<file path="config.mk">
export PLATFORM = sky130hd
export DESIGN_NAME = pid_controller_anti_windup_core
export DESIGN_NICKNAME = d
export VERILOG_FILES = /design/src/hdl/pid_aw_pkg.sv /design/src/hdl/pid_controller_anti_windup_core.sv /design/src/hdl/pid_aw_ctrl.sv /design/src/hdl/pid_aw_datapath.sv
export SDC_FILE = /design/constraint.sdc
export NUM_CORES = 2
export LEC_CHECK = 0
export ABC_AREA = 1
export BUFFER_PORTS_ARGS = -buffer_cell sky130_fd_sc_hd__buf_2
export CORE_MARGIN = 5
export CORE_UTILIZATION = 35
export DETAILED_ROUTE_END_ITERATION = 6
export GPL_ROUTABILITY_DRIVEN = 0
export HOLD_SLACK_MARGIN = 0.15
export PLACE_DENSITY_LB_ADDON = 0.3
export SLEW_MARGIN = 20
export SYNTH_ARGS = -nofsm -noshare
export SYNTH_HDL_FRONTEND = slang
export SYNTH_HIERARCHICAL = 1
export SYNTH_SLANG_ARGS = --single-unit
</file>
<file path="constraint.sdc">
create_clock -name clk -period 15.55 [get_ports clk]
set_input_delay 2.3325 -clock clk [delete_from_list [all_inputs] [get_ports clk]]
set_output_delay 2.3325 -clock clk [all_outputs]
set_load 0.005 [all_outputs]
</file>
<file path="src/hdl/pid_aw_pkg.sv">
// Shared types, codes and defaults for the anti-windup PID controller.
package pid_aw_pkg;

  localparam int DATA_WIDTH_DEF = 32;
  localparam int FRAC_BITS_DEF  = 16;
  localparam int MUL_CHUNK      = 16;
  localparam int OP_W           = 3;
  localparam int CFG_IDX_W      = 3;

  typedef logic [OP_W-1:0]      op_t;
  typedef logic [CFG_IDX_W-1:0] cfg_idx_t;

  localparam op_t OP_P   = 3'd0;
  localparam op_t OP_KD  = 3'd1;
  localparam op_t OP_DIV = 3'd2;
  localparam op_t OP_KI  = 3'd3;
  localparam op_t OP_TS  = 3'd4;
  localparam op_t OP_KW  = 3'd5;

  localparam cfg_idx_t REG_PROP_GAIN     = 3'd0;
  localparam cfg_idx_t REG_INTEG_GAIN    = 3'd1;
  localparam cfg_idx_t REG_DERIV_GAIN    = 3'd2;
  localparam cfg_idx_t REG_SAMPLE_PERIOD = 3'd3;
  localparam cfg_idx_t REG_CLAMP_ENABLE  = 3'd4;
  localparam cfg_idx_t REG_CLAMP_LIMIT   = 3'd5;
  localparam cfg_idx_t REG_WINDUP_GAIN   = 3'd6;

  typedef struct packed {
    logic accept;
    logic clear;
    logic prep;
    logic start;
    logic commit;
    logic sum;
    logic clamp;
    logic out_load;
    op_t  op;
  } cmd_t;

  typedef struct packed {
    logic busy;
  } sts_t;

endpackage

</file>
<file path="src/hdl/pid_controller_anti_windup_core.sv">
// Top level of the fixed-point PID controller with back-calculation anti-windup.
//
// Each request on the in_ channel carries one signed error sample in in_tdata and
// an operation flag in in_tuser: 0 computes a new drive value, 1 clears the
// integral, the last error and the windup correction and returns a zero drive.
// Every request yields exactly one result on the out_ channel: the drive value in
// out_tdata and, in out_tuser, a flag that is set when the output clamp limited it.
// The user writes gains, sample period, clamp enable and limit on the cfg_ channel
// only while no request is in flight; the block does not enforce it. cfg_ready is
// always high. A compute request runs through one shared multiply/divide unit:
// five multiplies, each stepping through the gain in CH chunks of 16 bits (CH =
// DATA_WIDTH / 16 rounded up), and one restoring division that yields
// DATA_WIDTH + FRAC_BITS quotient bits, one quotient bit a cycle. The result
// register loads after the last multiply, once any held result has been taken;
// a clear request skips the arithmetic and goes straight to that load.
// The next request is accepted in the cycle after the result register loads.
// A held result stays in the output register while the block accepts and works
// on the next request; only the load of the following result waits for it.
// Reset restores the default gains and zeroes the controller state.
module pid_controller_anti_windup_core #(
  parameter int DATA_WIDTH = pid_aw_pkg::DATA_WIDTH_DEF,
  parameter int FRAC_BITS  = pid_aw_pkg::FRAC_BITS_DEF
) (
  input  logic                                  clk,
  input  logic                                  rst_n,
  input  logic                                  in_tvalid,
  output logic                                  in_tready,
  input  logic [((DATA_WIDTH+7)/8)*8-1:0]       in_tdata,   // error_sample
  input  logic                                  in_tuser,   // operation
  output logic                                  out_tvalid,
  input  logic                                  out_tready,
  output logic [((DATA_WIDTH+7)/8)*8-1:0]       out_tdata,  // drive
  output logic                                  out_tuser,  // clamped
  input  logic                                  cfg_valid,
  output logic                                  cfg_ready,
  input  logic [pid_aw_pkg::CFG_IDX_W-1:0]      cfg_index,
  input  logic [DATA_WIDTH-2:0]                 cfg_data
);
  import pid_aw_pkg::*;

  localparam int TD_W = ((DATA_WIDTH + 7) / 8) * 8;

  cmd_t                  cmd;
  sts_t                  sts;
  logic [DATA_WIDTH-1:0] drive;

  pid_aw_ctrl u_ctrl (
    .clk        (clk),
    .rst_n      (rst_n),
    .in_tvalid  (in_tvalid),
    .in_tuser   (in_tuser),
    .in_tready  (in_tready),
    .out_tready (out_tready),
    .out_tvalid (out_tvalid),
    .cmd        (cmd),
    .sts        (sts)
  );

  pid_aw_datapath #(
    .DATA_WIDTH (DATA_WIDTH),
    .FRAC_BITS  (FRAC_BITS)
  ) u_datapath (
    .clk         (clk),
    .rst_n       (rst_n),
    .cfg_valid   (cfg_valid),
    .cfg_ready   (cfg_ready),
    .cfg_index   (cfg_index),
    .cfg_data    (cfg_data),
    .in_error    (in_tdata[DATA_WIDTH-1:0]),
    .cmd         (cmd),
    .sts         (sts),
    .out_drive   (drive),
    .out_clamped (out_tuser)
  );

  assign out_tdata = TD_W'(drive);

  a_start_busy: assert property (@(posedge clk) disable iff (!rst_n)
    cmd.start |=> sts.busy)
    else $error("arithmetic unit did not go busy after start");

  a_ready_idle: assert property (@(posedge clk) disable iff (!rst_n)
    in_tready |-> !sts.busy)
    else $error("request accepted while arithmetic unit busy");

  a_commit_done: assert property (@(posedge clk) disable iff (!rst_n)
    cmd.commit |-> !sts.busy)
    else $error("result committed before arithmetic unit finished");

  a_load_valid: assert property (@(posedge clk) disable iff (!rst_n)
    cmd.out_load |=> out_tvalid)
    else $error("output register loaded without raising valid");

endmodule

</file>
<file path="src/hdl/pid_aw_ctrl.sv">
// Control state machine that sequences the PID datapath for each request.
module pid_aw_ctrl (
  input  logic              clk,
  input  logic              rst_n,
  input  logic              in_tvalid,
  input  logic              in_tuser,
  output logic              in_tready,
  input  logic              out_tready,
  output logic              out_tvalid,
  output pid_aw_pkg::cmd_t  cmd,
  input  pid_aw_pkg::sts_t  sts
);
  import pid_aw_pkg::*;

  localparam logic [2:0] S_IDLE  = 3'd0;
  localparam logic [2:0] S_PREP  = 3'd1;
  localparam logic [2:0] S_ISSUE = 3'd2;
  localparam logic [2:0] S_WAIT  = 3'd3;
  localparam logic [2:0] S_SUM   = 3'd4;
  localparam logic [2:0] S_CLAMP = 3'd5;
  localparam logic [2:0] S_DONE  = 3'd6;

  logic [2:0] state_r, state_nxt;
  op_t        op_r, op_nxt;
  logic       out_valid_r, out_valid_nxt;

  always_comb begin
    state_nxt = state_r;
    op_nxt    = op_r;
    cmd       = '0;
    cmd.op    = op_r;
    in_tready = 1'b0;
    unique case (state_r)
      S_IDLE: begin
        in_tready = 1'b1;
        if (in_tvalid) begin
          cmd.accept = 1'b1;
          cmd.clear  = in_tuser;
          state_nxt  = in_tuser ? S_DONE : S_PREP;
        end
      end
      S_PREP: begin
        cmd.prep  = 1'b1;
        op_nxt    = OP_P;
        state_nxt = S_ISSUE;
      end
      S_ISSUE: begin
        cmd.start = 1'b1;
        state_nxt = S_WAIT;
      end
      S_WAIT: begin
        if (!sts.busy) begin
          cmd.commit = 1'b1;
          if (op_r == OP_TS) begin
            state_nxt = S_SUM;
          end else if (op_r == OP_KW) begin
            state_nxt = S_DONE;
          end else begin
            op_nxt    = op_r + 1'b1;
            state_nxt = S_ISSUE;
          end
        end
      end
      S_SUM: begin
        cmd.sum   = 1'b1;
        state_nxt = S_CLAMP;
      end
      S_CLAMP: begin
        cmd.clamp = 1'b1;
        op_nxt    = OP_KW;
        state_nxt = S_ISSUE;
      end
      S_DONE: begin
        if (!out_valid_r || out_tready) begin
          cmd.out_load = 1'b1;
          state_nxt    = S_IDLE;
        end
      end
      default: state_nxt = S_IDLE;
    endcase
  end

  always_comb begin
    if (cmd.out_load) begin
      out_valid_nxt = 1'b1;
    end else if (out_tready) begin
      out_valid_nxt = 1'b0;
    end else begin
      out_valid_nxt = out_valid_r;
    end
  end

  always_ff @(posedge clk) begin
    if (!rst_n) begin
      state_r     <= S_IDLE;
      op_r        <= OP_P;
      out_valid_r <= 1'b0;
    end else begin
      state_r     <= state_nxt;
      op_r        <= op_nxt;
      out_valid_r <= out_valid_nxt;
    end
  end

  assign out_tvalid = out_valid_r;

endmodule

</file>
<file path="src/hdl/pid_aw_datapath.sv">
// Datapath: gain registers, controller state, shared multiply/divide unit and clamp.
module pid_aw_datapath #(
  parameter int DATA_WIDTH = pid_aw_pkg::DATA_WIDTH_DEF,
  parameter int FRAC_BITS  = pid_aw_pkg::FRAC_BITS_DEF
) (
  input  logic                          clk,
  input  logic                          rst_n,
  input  logic                          cfg_valid,
  output logic                          cfg_ready,
  input  logic [pid_aw_pkg::CFG_IDX_W-1:0] cfg_index,
  input  logic [DATA_WIDTH-2:0]         cfg_data,
  input  logic [DATA_WIDTH-1:0]         in_error,
  input  pid_aw_pkg::cmd_t              cmd,
  output pid_aw_pkg::sts_t              sts,
  output logic [DATA_WIDTH-1:0]         out_drive,
  output logic                          out_clamped
);
  import pid_aw_pkg::*;

  localparam int DW    = DATA_WIDTH;
  localparam int GW    = DATA_WIDTH - 1;
  localparam int NB    = DATA_WIDTH + FRAC_BITS;
  localparam int CH    = (DATA_WIDTH + MUL_CHUNK - 1) / MUL_CHUNK;
  localparam int BW    = CH * MUL_CHUNK;
  localparam int PW    = DATA_WIDTH + BW;
  localparam int MW    = (PW > NB) ? PW : NB;
  localparam int CNT_W = $clog2(NB + 1);

  localparam logic [GW-1:0] ONE_G  = GW'(64'd1 << FRAC_BITS);
  localparam logic [GW-1:0] TS_RST = GW'(((64'd1 << FRAC_BITS) + 64'd5) / 64'd10);

  localparam logic [DW-1:0] VMAX_D = {1'b0, {GW{1'b1}}};
  localparam logic [DW-1:0] VMIN_D = {1'b1, {GW{1'b0}}};
  localparam logic signed [DW+1:0] VMAX_X = {3'b000, {GW{1'b1}}};
  localparam logic signed [DW+1:0] VMIN_X = {3'b111, {GW{1'b0}}};
  localparam logic [MW-1:0] NEG_LIM = {{(MW-DW){1'b0}}, 1'b1, {GW{1'b0}}};
  localparam logic [MW-1:0] POS_LIM = NEG_LIM - 1'b1;

  function automatic logic [DW-1:0] sat_x(input logic signed [DW+1:0] v);
    logic [DW-1:0] r;
    if (v > VMAX_X) begin
      r = VMAX_D;
    end else if (v < VMIN_X) begin
      r = VMIN_D;
    end else begin
      r = v[DW-1:0];
    end
    return r;
  endfunction

  logic [GW-1:0] kp_r, ki_r, kd_r, ts_r, kw_r, lim_r;
  logic          clamp_en_r;

  logic [DW-1:0] err_r, d_r, e_r, t_r, p_r, dt_r, sum_r, drive_r, diff_r;
  logic [DW-1:0] acc_r, last_r, excess_r;
  logic          clamped_r;
  logic [DW-1:0] out_drive_r;
  logic          out_clamped_r;

  logic             busy_r;
  logic [CNT_W-1:0] cnt_r;
  logic             neg_r;
  logic [DW-1:0]    a_r;
  logic [BW-1:0]    b_r;
  logic [PW-1:0]    prod_r;
  logic [GW-1:0]    rem_r;
  logic [NB-1:0]    qd_r;

  logic [DW-1:0]           x_sel, x_mag;
  logic [GW-1:0]           g_sel, den;
  logic [DW+MUL_CHUNK-1:0] pp;
  logic [PW-1:0]           prod_nxt;
  logic [DW-1:0]           rem2, rem_sub;
  logic                    ge;
  logic [GW-1:0]           rem_nxt;
  logic [MW-1:0]           res_mag;
  logic [DW-1:0]           res_low, res;
  logic [DW-1:0]           d_calc, e_calc, acc_upd, sum_calc;
  logic signed [DW:0]      sum_x, lim_x, neg_lim_x, dif_hi, dif_lo;
  logic                    over_hi, over_lo;

  assign cfg_ready = 1'b1;

  always_ff @(posedge clk) begin
    if (!rst_n) begin
      kp_r       <= ONE_G;
      ki_r       <= '0;
      kd_r       <= '0;
      ts_r       <= TS_RST;
      clamp_en_r <= 1'b0;
      lim_r      <= '0;
      kw_r       <= ONE_G;
    end else if (cfg_valid) begin
      unique case (cfg_index)
        REG_PROP_GAIN:     kp_r       <= cfg_data;
        REG_INTEG_GAIN:    ki_r       <= cfg_data;
        REG_DERIV_GAIN:    kd_r       <= cfg_data;
        REG_SAMPLE_PERIOD: ts_r       <= cfg_data;
        REG_CLAMP_ENABLE:  clamp_en_r <= cfg_data[0];
        REG_CLAMP_LIMIT:   lim_r      <= cfg_data;
        REG_WINDUP_GAIN:   kw_r       <= cfg_data;
        default: ;
      endcase
    end
  end

  always_comb begin
    x_sel = '0;
    g_sel = '0;
    case (cmd.op)
      OP_P: begin
        x_sel = err_r;
        g_sel = kp_r;
      end
      OP_KD: begin
        x_sel = d_r;
        g_sel = kd_r;
      end
      OP_DIV: x_sel = t_r;
      OP_KI: begin
        x_sel = e_r;
        g_sel = ki_r;
      end
      OP_TS: begin
        x_sel = t_r;
        g_sel = ts_r;
      end
      OP_KW: begin
        x_sel = diff_r;
        g_sel = kw_r;
      end
      default: ;
    endcase
  end

  assign x_mag    = x_sel[DW-1] ? (~x_sel + 1'b1) : x_sel;
  assign den      = (ts_r == '0) ? GW'(1) : ts_r;
  assign pp       = a_r * b_r[BW-1 -: MUL_CHUNK];
  assign prod_nxt = (prod_r << MUL_CHUNK) + PW'(pp);
  assign rem2     = {rem_r, qd_r[NB-1]};
  assign ge       = rem2 >= {1'b0, den};
  assign rem_sub  = rem2 - {1'b0, den};
  assign rem_nxt  = ge ? rem_sub[GW-1:0] : rem2[GW-1:0];

  assign res_mag = (cmd.op == OP_DIV) ? MW'(qd_r) : MW'(prod_r >> FRAC_BITS);
  assign res_low = res_mag[DW-1:0];

  always_comb begin
    if (neg_r) begin
      res = (res_mag > NEG_LIM) ? VMIN_D : (~res_low + 1'b1);
    end else begin
      res = (res_mag > POS_LIM) ? VMAX_D : res_low;
    end
  end

  always_ff @(posedge clk) begin
    if (!rst_n) begin
      busy_r <= 1'b0;
      cnt_r  <= '0;
    end else if (cmd.start) begin
      busy_r <= 1'b1;
      cnt_r  <= (cmd.op == OP_DIV) ? CNT_W'(NB) : CNT_W'(CH);
    end else if (busy_r) begin
      cnt_r <= cnt_r - 1'b1;
      if (cnt_r == CNT_W'(1)) begin
        busy_r <= 1'b0;
      end
    end
  end

  always_ff @(posedge clk) begin
    if (cmd.start) begin
      neg_r  <= x_sel[DW-1];
      a_r    <= x_mag;
      b_r    <= BW'(g_sel);
      prod_r <= '0;
      rem_r  <= '0;
      qd_r   <= {x_mag, {FRAC_BITS{1'b0}}};
    end else if (busy_r) begin
      if (cmd.op == OP_DIV) begin
        rem_r <= rem_nxt;
        qd_r  <= {qd_r[NB-2:0], ge};
      end else begin
        prod_r <= prod_nxt;
        b_r    <= b_r << MUL_CHUNK;
      end
    end
  end

  assign sts.busy = busy_r;

  assign d_calc   = sat_x({{2{err_r[DW-1]}}, err_r} - {{2{last_r[DW-1]}}, last_r});
  assign e_calc   = clamp_en_r ?
                    sat_x({{2{err_r[DW-1]}}, err_r} - {{2{excess_r[DW-1]}}, excess_r}) :
                    err_r;
  assign acc_upd  = sat_x({{2{acc_r[DW-1]}}, acc_r} + {{2{res[DW-1]}}, res});
  assign sum_calc = sat_x({{2{p_r[DW-1]}}, p_r} + {{2{acc_r[DW-1]}}, acc_r}
                          + {{2{dt_r[DW-1]}}, dt_r});

  assign sum_x     = {sum_r[DW-1], sum_r};
  assign lim_x     = {2'b00, lim_r};
  assign neg_lim_x = -lim_x;
  assign over_hi   = sum_x > lim_x;
  assign over_lo   = sum_x < neg_lim_x;
  assign dif_hi    = sum_x - lim_x;
  assign dif_lo    = sum_x + lim_x;

  always_ff @(posedge clk) begin
    if (!rst_n) begin
      acc_r    <= '0;
      last_r   <= '0;
      excess_r <= '0;
    end else begin
      if (cmd.accept && cmd.clear) begin
        acc_r    <= '0;
        last_r   <= '0;
        excess_r <= '0;
      end
      if (cmd.sum) begin
        last_r <= err_r;
      end
      if (cmd.commit) begin
        case (cmd.op)
          OP_TS:   acc_r    <= acc_upd;
          OP_KW:   excess_r <= res;
          default: ;
        endcase
      end
    end
  end

  always_ff @(posedge clk) begin
    if (cmd.accept) begin
      err_r <= in_error;
    end
    if (cmd.accept && cmd.clear) begin
      drive_r   <= '0;
      clamped_r <= 1'b0;
    end
    if (cmd.prep) begin
      d_r <= d_calc;
      e_r <= e_calc;
    end
    if (cmd.commit) begin
      case (cmd.op) inside
        OP_P:         p_r  <= res;
        OP_KD, OP_KI: t_r  <= res;
        OP_DIV:       dt_r <= res;
        default: ;
      endcase
    end
    if (cmd.sum) begin
      sum_r <= sum_calc;
    end
    if (cmd.clamp) begin
      if (clamp_en_r && over_hi) begin
        drive_r   <= lim_x[DW-1:0];
        diff_r    <= dif_hi[DW-1:0];
        clamped_r <= 1'b1;
      end else if (clamp_en_r && over_lo) begin
        drive_r   <= neg_lim_x[DW-1:0];
        diff_r    <= dif_lo[DW-1:0];
        clamped_r <= 1'b1;
      end else begin
        drive_r   <= sum_r;
        diff_r    <= '0;
        clamped_r <= 1'b0;
      end
    end
    if (cmd.out_load) begin
      out_drive_r   <= drive_r;
      out_clamped_r <= clamped_r;
    end
  end

  assign out_drive   = out_drive_r;
  assign out_clamped = out_clamped_r;

endmodule

</file>
# [Word-level counts from Yosys, hierarchy flattened]
# Index checks and enable logic that the tools add are counted.
[word_totals] ff_bits=827 in_bits=72 out_inout_bits=36 word_cells=195
[classes] add_sub_neg=14 multipliers=1 n_lt_le_gt_ge=13 eq_ne=24 muxes=69 bitwise_logic=5 n_reduce_logical=34
[op_table] op="$mux W32" count=24
[op_table] op="$mux W48" count=4
[op_table] op="$pmux W32 S5" count=1
[op_table] op="$mux W31" count=5
[op_table] op="$pmux W31 S5" count=1
[op_table] op="$gt A34 B32 Y1 const B" count=4
[op_table] op="$lt A34 B32 Y1 const B" count=4
[op_table] op="$add A32 B32 Y33" count=2
[op_table] op="$sub A32 B32 Y33" count=2
[op_table] op="$add A32 B1 Y32 const B" count=2
[op_table] op="$add A64 B48 Y64" count=1
[op_table] op="$gt A64 B31 Y1 const B" count=1
[op_table] op="$gt A64 B32 Y1 const B" count=1
[op_table] op="$not A32 Y32" count=2
[op_table] op="$mul A32 B16 Y48" count=1
[op_table] op="$add A34 B34 Y34" count=1
[op_table] op="$lt A32 B33 Y1" count=1
[op_table] op="$neg A31 Y33" count=1
[op_table] op="$add A32 B32 Y32" count=1
[op_table] op="$ge A32 B31 Y1" count=1
[op_table] op="$gt A32 B32 Y1" count=1
[op_table] op="$sub A32 B32 Y32" count=1
[op_table] op="$logic_not A31 Y1" count=1
[op_table] op="$sub A31 B31 Y31" count=1
[op_table] op="other kinds (25)" count=96

# [Logic depth before layout (Yosys ltp)]
[depth] depth_word=12 mapped_depth=35 depth_no_buf=31

# [Modules after synthesis]
# Netlist, hierarchy kept.
[modules_own_cells] module="pid_aw_datapath" n_inst=1 cells_per_inst=9001 area_per_inst_um2=68011.5
[modules_own_cells] module="pid_aw_ctrl" n_inst=1 cells_per_inst=95 area_per_inst_um2=579.3

# [Worst setup path after synthesis]
# No wires, ideal clock.
[synth_timing] path_kind="flip-flop to flip-flop" startpoint="reg u_datapath.a_r[7]" endpoint="reg u_datapath.prod_r[60]" setup_ps=115 arrival_ps=5754 required_time_ps=15435 setup_slack_ps=9680 path_stages_with_launch=31 cell_sequence="edfxtp_1 -> clkbuf_1 -> clkbuf_1 -> nand2_1 -> fa_1 -> inv_1 -> fa_1 -> inv_1 -> fa_1 -> inv_1 -> fa_1 -> inv_1 -> fa_1 -> inv_1 -> fa_1 -> ha_1 -> nand2_1 -> nor2_1 -> inv_1 -> nor2_1 -> inv_1 -> nor2_1 -> nand3_1 -> nand3_1 -> nand2_1 -> nand2_1 -> nand2_1 -> nand2_1 -> nand2_1 -> o21ai_0 -> inv_1"
[synth_via] elab_chain_cells=2
[synth_lines] item="start, declared" line="pid_aw_datapath.sv:63" text="logic [DW-1:0] a_r;"
[synth_lines] item="start signal, assigned" line="pid_aw_datapath.sv:174" text="a_r <= x_mag;"
[synth_lines] item="$mul A32 B16 Y48" line="pid_aw_datapath.sv:138" text="assign pp = a_r * b_r[BW-1 -: MUL_CHUNK];"
[synth_lines] item="$add A64 B48 Y64" line="pid_aw_datapath.sv:139" text="assign prod_nxt = (prod_r << MUL_CHUNK) + PW'(pp);"
[synth_lines] item="end signal, assigned" line="pid_aw_datapath.sv:184" text="prod_r <= prod_nxt;"
[synth_lines] item="end, declared" line="pid_aw_datapath.sv:65" text="logic [PW-1:0] prod_r;"
# No other way between the ends.
# A chain may end at the register's enable or synchronous reset.

# [Final worst setup path]
[layout_timing] startpoint="reg u_datapath.a_r[5]" endpoint="reg u_datapath.prod_r[40]"
# Same word-level chain as after synthesis.

==> results.md <==
- Setup ws final: 8.44 ns
- Vias per inst: 5.21
- Layout cells sized above 1: 4.80%
- Post-DP HPWL: 175000 um
- First-pass GRT wire length: 352000 um
- Worst skew pair latency: 0.72 ns
- Post-CTS setup buffer count: 0
- Top FF cell, synth: edfxtp_1
- Post-Syn Area: 0.0686 mm^2
- Iter 0 DRT Violations: 5636
- Total wire length: 227000 um
- Biggest regs: u_datapath/prod_r (64), u_datapath/qd_r (48)
- GRT Overall Usage: 21.8%
- Overflow after GRT: 0
- Fill count: 20400
- Post-synthesis async set-or-reset flop share: 0%
- Post-synthesis sequential area ratio: 30.2%
- Setup violators final: 0
- Synth warn: 6
- Most flops, register: u_datapath/prod_r
- Worst slew margin: 25.6%
- Fmax achieved: 141 MHz
- Worst-path maximum fanout: 16
- Area post-placement: 0.0715 mm^2
- Via count: 61100
- Worst Path Arrival: 7.72 ns
- Clock Sinks: 827
- Port Buffer Count: 106
- CP max stage cell: edfxtp_1
- Synth Instances: 9096
- Area occupied by multi-input gates: 0.0408 mm^2
- Post-CTS Resized: 0
- CTS max path bufs: 3
- H-tree depth: 3
- CP Cell Sequence: nand2_1 -> fa_1 -> inv_1 -> fa_1 -> inv_1 -> fa_1 -> fa_1 -> inv_1 -> fa_1 -> fa_1 -> ha_1 -> nand2_1 -> nor2_1 -> inv_1 -> o21ai_0 -> a21oi_1 -> o21bai_1 -> nand2_1 -> nand3_1 -> nand3_1 -> nand2_1 -> inv_1
- Worst Setup Start Kind: flip-flop
- Max-slew violations: 0
- Placeable core area: 0.195 mm^2
- Final instance area: 0.0747 mm^2
- Largest register FFs: 64
- Slew @ Worst Pin: 1.11 ns
- Number of synthesized flops with an enable pin: 418
- Die width: 453 um
- Residual DRC: 0
- CTS tree: done
- P&R area growth vs syn: 8.89%
- Final min period: 7.11 ns
- # nets final: 9960
- Initial antenna violation count: 17
- Crit. End Element: flip-flop
- Yosys cell types: 57
- CTS Buf Count: 93
- Die Ht: 453 um
- Max-Cap Viols: 0
- Post-route ant nets: 0
- DRT Pass-1 Iters: 6
- Critical Path Max Stage Delay: 0.98 ns
- Setup TNS: 0 ns
- Most used cell, CP: fa_1
- Register area: 0.0207 mm^2
- Syn Area/Cell: 7.54 um^2
- Synth Register Bits: 827
- Critical Path RT: 16.16 ns
- Number of cell rows: 162
- Final Hold Violating Endpoints: 0
- Status: completed
- Skew final: 0.0224 ns
- Reg clk slew, reported paths: 0.07 ns
- Hold/Removal Path Class: reg2reg
- Syn Nets: 10100
- Number of global-route vias before repair: 60600
- RSZ-0062 raised after global routing: false
- Largest net degree at the start of global routing: 100
- Area of the die: 0.205 mm^2
- I/O pins: 108
- Routed WL per cell: 19.4 um
- Initial Util: 35.2%
- WS Path Type: reg2reg
- Fin crit share: 45.7%
- DP Worst Slack: 8.58 ns
- Root buffer cell: clkbuf_16
- Post-CTS Hold Fix Bufs: 0
metrics by stage:
stage               std cells  util (%)  hold slack [ns]
floorplan                9096         -            0.400
global placement        11500      36.7            0.409
detailed placement      11500      36.7            0.405
CTS                     11700      38.3            0.421
global route            11700      38.3            0.427
finish                  11700      38.3            0.420
kinds of logic after synthesis:
kind of cell	count (synthesis)	synth area share [%]
other	1	0.00547
AND/OR/NAND/NOR	3525	20.9
AO/OA/AOI/OAI	1744	13.8
XOR/XNOR	241	3.08
buffers and inverters	1872	10.5
flip-flops	827	30.2
adder cells (fa/ha/maj)	886	21.5
path summary, 6_finish.rpt:
| path | from | endpoint | slack [ns] | depth (start not counted) |
|---|---|---|---|---|
| min reg2reg | u_datapath/drive_r[16]$_SDFFCE_PN0P_ | u_datapath/out_drive[16]$_DFFE_PP_ | 0.42 | 0 |
| max | u_datapath/a_r[5]$_DFFE_PP_ | u_datapath/prod_r[40]$_SDFFE_PP0P_ | 8.44 | 22 |
| min | u_datapath/drive_r[16]$_SDFFCE_PN0P_ | u_datapath/out_drive[16]$_DFFE_PP_ | 0.42 | 0 |
| max reg2reg | u_datapath/a_r[5]$_DFFE_PP_ | u_datapath/prod_r[40]$_SDFFE_PP0P_ | 8.44 | 22 |
cell usage after synthesis (5+ instances only):
| library cell | number | area share (%) |
|---|---|---|
| o21ai_0 | 697 | 5.1 |
| clkinv_1 | 5 | 0.027 |
| nand2_2 | 14 | 0.13 |
| inv_1 | 1489 | 8.1 |
| o22ai_1 | 49 | 0.45 |
| or2_2 | 11 | 0.10 |
| and2_1 | 6 | 0.055 |
| nor3_1 | 58 | 0.42 |
| a211oi_1 | 13 | 0.14 |
| buf_2 | 41 | 0.30 |
| a221oi_1 | 26 | 0.33 |
| nor2_1 | 824 | 4.5 |
| a21oi_2 | 6 | 0.077 |
| edfxtp_1 | 418 | 18 |
| ha_1 | 397 | 7.2 |
| nand2_1 | 2123 | 12 |
| a22oi_1 | 5 | 0.055 |
| nand3_2 | 15 | 0.22 |
| nor2_2 | 13 | 0.12 |
| a21boi_0 | 16 | 0.18 |
| nor4_1 | 37 | 0.34 |
| o211ai_1 | 31 | 0.34 |
| buf_6 | 7 | 0.11 |
| xnor2_1 | 72 | 0.92 |
| a21o_1 | 31 | 0.34 |
| dfxtp_1 | 409 | 12 |
| clkbuf_1 | 295 | 1.6 |
| inv_2 | 7 | 0.038 |
| o221ai_1 | 6 | 0.077 |
| xor2_1 | 169 | 2.2 |
| nand3_1 | 317 | 2.3 |
| o21a_1 | 18 | 0.20 |
| o31ai_1 | 8 | 0.088 |
| buf_1 | 22 | 0.12 |
| nand3b_1 | 19 | 0.21 |
| o21ai_1 | 21 | 0.15 |
| a21oi_1 | 711 | 5.2 |
| nand4_1 | 78 | 0.71 |
| o21bai_1 | 59 | 0.65 |
| a31oi_1 | 30 | 0.27 |
| o21ai_2 | 11 | 0.14 |
| fa_1 | 489 | 14 |
critical path: cells and delay by family (launching register included):
| family | cells | cell delay (ns) |
|---|---|---|
| AND/OR/NAND/NOR | 7 | 1.00 |
| buffers and inverters | 5 | 0.28 |
| adder cells (fa/ha/maj) | 7 | 3.51 |
| AO/OA/AOI/OAI | 3 | 1.23 |
| flip-flops | 1 | 0.98 |
layer usage:
metal,track usage (%),vias to the layer above,routed length [um]
met5,0,-,7
met4,10.9,2,12300
met3,2.18,457,14200
met2,36.2,2320,106000
met1,28.4,29400,95100
li1,-,28900,-
layout make-up:
class,count,area share (%)
antenna,10,0.0335
clock buffer,128,3.53
clock inverter,48,0.665
inverter,1501,7.55
multi-input combinational,6397,54.6
sequential,827,27.8
tap,2624,4.40
timing repair buffer,182,1.49
layout by cell type (no fill, tap or decap), types with 12 or more instances in the layout:
cell type	synthesis	final
a211oi_1	13	13
a21boi_0	16	16
a21o_1	31	31
a21oi_1	711	711
a221oi_1	26	26
a31oi_1	30	30
buf_2	41	105
buf_4	3	76
clkbuf_1	295	22
clkbuf_16	0	98
clkinv_1	5	12
clkinv_2	0	16
dfxtp_1	409	408
edfxtp_1	418	418
fa_1	489	489
ha_1	397	397
inv_1	1489	1484
nand2_1	2123	2120
nand2_2	14	17
nand3_1	317	315
nand3_2	15	17
nand3b_1	19	19
nand4_1	78	78
nor2_1	824	810
nor2_2	13	20
nor3_1	58	58
nor4_1	37	37
o211ai_1	31	31
o21a_1	18	18
o21ai_0	697	696
o21ai_1	21	21
o21ai_2	11	12
o21bai_1	59	59
o22ai_1	49	49
xnor2_1	72	72
xor2_1	169	169
Power is not shown: default switching activity piles up to over one toggle a cycle in this logic, so the estimate is an artifact.
